<file path="src/rtl/crst_pkg.sv">
package crst_pkg;

	// Sizing of the row, the tree and the removal history.
	localparam int MAX_POSITIONS = 4096;
	localparam int HISTORY_DEPTH = 1024;

	// Field widths of the channels.
	localparam int POS_W = 13;
	localparam int RUN_W = $clog2(MAX_POSITIONS + 1);

	// Tree geometry: leaves sit at most MAX_LEVELS below the root at node 1.
	localparam int MAX_LEVELS = $clog2(MAX_POSITIONS);
	localparam int LVL_W = (MAX_LEVELS > 1) ? $clog2(MAX_LEVELS) : 1;
	localparam int LVC_W = $clog2(MAX_LEVELS + 1);
	localparam int NODE_AW = MAX_LEVELS + 1;
	localparam int TREE_NODES = 2 ** NODE_AW;

	// History stack addressing.
	localparam int HIST_AW = (HISTORY_DEPTH > 1) ? $clog2(HISTORY_DEPTH) : 1;
	localparam int CNT_W = $clog2(HISTORY_DEPTH + 1);

	typedef logic [POS_W-1:0] pos_t;
	typedef logic [RUN_W-1:0] run_t;
	typedef logic [NODE_AW-1:0] node_addr_t;
	typedef logic [CNT_W-1:0] cnt_t;

	// One tree node. A fresh node has not been written since the last clear
	// and stands for a fully intact range.
	typedef struct packed {
		logic fresh;
		run_t longest;
		run_t prefix;
		run_t suffix;
	} node_t;

	typedef enum logic [1:0] {
		CMD_REMOVE  = 2'd0,
		CMD_RESTORE = 2'd1,
		CMD_QUERY   = 2'd2,
		CMD_CLEAR   = 2'd3
	} cmd_t;

	typedef enum logic [1:0] {
		STS_OK    = 2'd0,
		STS_EMPTY = 2'd1,
		STS_FULL  = 2'd2,
		STS_RANGE = 2'd3
	} status_t;

	typedef enum logic [2:0] {
		S_CLEAR,
		S_IDLE,
		S_POP,
		S_DOWN,
		S_UP,
		S_QROOT,
		S_QEVAL,
		S_DONE
	} state_t;

	localparam node_addr_t ROOT_NODE = NODE_AW'(1);
	localparam node_t FRESH_NODE = '{fresh: 1'b1, longest: '0, prefix: '0, suffix: '0};

	// Midpoint of a node range, as the split between its two children.
	function automatic pos_t mid(input pos_t lo, input pos_t hi);
		logic [POS_W:0] sum;
		sum = {1'b0, lo} + {1'b0, hi};
		return sum[POS_W:1];
	endfunction

	// Number of positions in the range lo..hi.
	function automatic run_t node_size(input pos_t lo, input pos_t hi);
		pos_t diff;
		diff = hi - lo;
		return RUN_W'(diff) + RUN_W'(1);
	endfunction

	// Turn a stored node into its real values, given the size of its range.
	function automatic node_t resolve(input node_t w, input run_t size);
		node_t r;
		r = w;
		if (w.fresh) begin
			r.longest = size;
			r.prefix = size;
			r.suffix = size;
		end
		r.fresh = 1'b0;
		return r;
	endfunction

endpackage

</file>
<file path="src/rtl/crst_merge.sv">
// Combines two child nodes into their parent over the range lo..hi.
module crst_merge (
	input  crst_pkg::node_t a,
	input  crst_pkg::node_t b,
	input  crst_pkg::pos_t  lo,
	input  crst_pkg::pos_t  hi,
	output crst_pkg::node_t m
);
	import crst_pkg::*;

	pos_t half;
	pos_t half_next;
	run_t left_size;
	run_t right_size;
	logic [RUN_W:0] run_join;
	run_t best;

	always_comb begin
		half = mid(lo, hi);
		half_next = half + POS_W'(1);
		left_size = node_size(lo, half);
		right_size = node_size(half_next, hi);

		// The longest run is in one child or spans the split.
		run_join = {1'b0, a.suffix} + {1'b0, b.prefix};
		best = a.longest;
		if (b.longest > best) begin
			best = b.longest;
		end
		if (run_join > {1'b0, best}) begin
			best = run_join[RUN_W-1:0];
		end

		m.fresh = 1'b0;
		m.longest = best;

		// Edge runs extend into the other child when this child is all intact.
		m.prefix = (a.prefix == left_size) ? a.prefix + b.prefix : a.prefix;
		m.suffix = (b.suffix == right_size) ? b.suffix + a.suffix : b.suffix;
	end

endmodule

</file>
<file path="config.mk">
export PLATFORM = sky130hd
export DESIGN_NAME = crst_merge
export DESIGN_NICKNAME = d
export VERILOG_FILES = /design/src/rtl/crst_pkg.sv /design/src/rtl/crst_merge.sv
export SDC_FILE = /design/constraint.sdc
export NUM_CORES = 1
export LEC_CHECK = 0
export ABC_CLOCK_PERIOD_IN_PS = 5600
export BUFFER_PORTS_ARGS = -buffer_cell sky130_fd_sc_hd__buf_2
export CAP_MARGIN = 0
export CORE_MARGIN = 2
export CORE_UTILIZATION = 25
export DETAILED_ROUTE_END_ITERATION = 8
export SYNTH_ARGS = -nofsm -noshare
export SYNTH_HDL_FRONTEND = slang
export SYNTH_SLANG_ARGS = --single-unit
</file>
<file path="constraint.sdc">
create_clock -name vclk -period 5.6
set_input_delay 0.56 -clock vclk [all_inputs]
set_output_delay 0.56 -clock vclk [all_outputs]
set_load 0.05 [all_outputs]
</file>
==> out/results.tsv <==
metric	value	unit
drt_iter0_drc	143	
finalCritPeriodShare	96.3	%
seq_cells	0	
max_freq	185	MHz
setup_viol	0	
synth_top_area_share	28.8	%
initial_utilization	25.5	%
p_leak	3.22	nW
layout_commonest_cell	buf_2	
drcViolationCount	0	
rows	50	
drt_wl_total	14.8	mm
antenna_found_initial	1	
crit_path_end_kind	output port	
drt_pre_antenna_iters	4	
worst-endpoint-arrival	4.83	ns
finalNonFillerCells	1034	
syn_to_final_growth	30.3	%
grt_pass1_vias	4745	
globalRouteTotalUtil	13.6	%
clkbuf_count	0	
worst_pin_slew	0.494	ns
finalWorstSetupSlack	0.207	ns
critPathRequiredTime	5.04	ns
report.final.slew_viol_count	0	
ant_nets	0	
dieArea	20300	µm²
relSlewSlack	66.8	%
ir_drop	0.000117	V
hold_class	in -> out	
seq_area	0	µm²
syn_nets	846	
min_period	5.39	ns
wire_per_inst	14.3	µm
synthMuxAreaShare	8.52	%
syn_inst	624	
tns	0	ns
dpl-instance-area	6010	µm²
seq_area_frac_synth	0	%
place.gp.congestion	0.831	
fp.dieH	142	µm
yosysWarnings	0	
synth_area_per_cell	7.67	µm²
synth-simple-area-share	15.2	%
synth_top_family_by_area	adder cells	
p_per_area	213	nW/µm²
synth-compound-area-share	21.3	%
dp_cells	1026	
via_per_inst	4.79	
grt_max_degree	23	
final_core_util	33.2	%
dp_slack	-0.372	ns
io_buffers	143	
grt_pass1_wl	22.2	mm
finalNetCount	1023	
dieWidth	142	µm
synth_adder_area_share	31.3	%
synthXorXnorAreaFrac	17.4	%
num_vias	4952	
io_pins	146	
outcome	finished, final reports clean	
hpwl	13.3	mm
design_area	6240	µm²
synth_area_leader_cell	ha_1	
hold_viol	0	
crit_fanout	5	
synthDistinctLibCells	58	
final_cell_mix	buf_2, ha_1, inv_1	
critPathKind	in -> out	
overflow	0	
synth_area	4790	µm²
fp.coreArea	18800	µm²
drive_above_1_share	28.7	%
maxCapViolCount	0	
synth_area_leaders	ha_1, xnor2_1, xor2_1	
start_kind	input pin	
==> synthesized netlist by cell type, drive strengths merged, types with 2 or more instances <==
master   instances
and3             4
o211ai           4
a41oi            2
o21ai           39
or3              3
o2111ai          2
ha             110
o21a             9
nand3           12
mux2i           25
inv             67
a21oi           45
o41a             2
a211oi           6
buf              7
xnor2           59
xor2            36
a21o            17
nand3b           3
nor3            18
nor4             3
nand4            8
a31oi            5
or2              5
mux2            14
nand2           30
nand2b          14
nor2b            9
o31a             2
o41ai            2
o21bai           4
a2111oi          5
o31ai            2
nor2            26
fa               6
and2             5
==> layout make-up <==
class                      instances  area [µm²]
fill                            2009       12500
multi-input combinational        550        4640
timing repair buffer             182        1050
tap                              234         293
inverter                          67         251
antenna                            1        2.50
==> routing by layer <==
| layer | global-route usage (%) | wire [µm] |
|---|---|---|
| met3 | 1.48 | 650 |
| met4 | 0.625 | 74 |
| met5 | 0 | 0 |
| met2 | 25.6 | 7270 |
| met1 | 17.4 | 6780 |
==> power by group <==
| part | internal (W) | switching [W] |
|---|---|---|
| Clock | 0.0000000000239 | 0 |
| Combinational | 0.000570 | 0.000758 |
| Sequential | 0 | 0 |
==> final timing paths <==
path	to	startpoint	slack, ns	cells past startpoint
worst max-delay path	m[18]	lo[2]	0.21	23
worst min-delay path	m[25]	a[25]	1.48	3
==> worst max-delay path: stages <==
cell      delay, ns
buf_2          0.10
ha_1           0.31
a21oi_1        0.16
o21bai_1       0.11
a21o_1         0.17
a21o_1         0.17
a21o_1         0.19
nand4_1        0.11
nand3b_1       0.12
xor2_1         0.19
ha_1           0.34
ha_4           0.28
buf_6          0.12
nand3_1        0.05
nand2_1        0.05
a41o_1         0.21
o41a_1         0.35
xnor2_2        0.17
xor2_2         0.18
nor2_4         0.17
buf_4          0.17
mux2_2         0.34
buf_4          0.19
==> cells by family (layout without fill, tap and decap cells) <==
kind of cell | Yosys count | after routing
AOI/OAI and AO/OA | 157 | 157
other | 1 | 2
adders and majority gates | 116 | 116
buffers and inverters | 74 | 249
and+or+nand+nor | 142 | 142
muxes | 39 | 39
xor gates and xnor gates | 95 | 95
==> through the flow <==
stage	total power, W	hold slack [ns]
finish	0.00133	1.48
global route	0.00146	1.50
CTS	0.00127	1.49
detailed placement	0.00125	1.51
global placement	0.00124	1.50
floorplan	0.000927	1.39
==> what timing repair did <==
item / CTS / global route
setup buffers: 0 / 7
setup endpoints to repair: 13 / 26
gates resized for setup: 10 / 35
hold buffers: 0 / 0
pin swaps: 3 / 13
No activity file was read; power rests on OpenSTA's default activity.
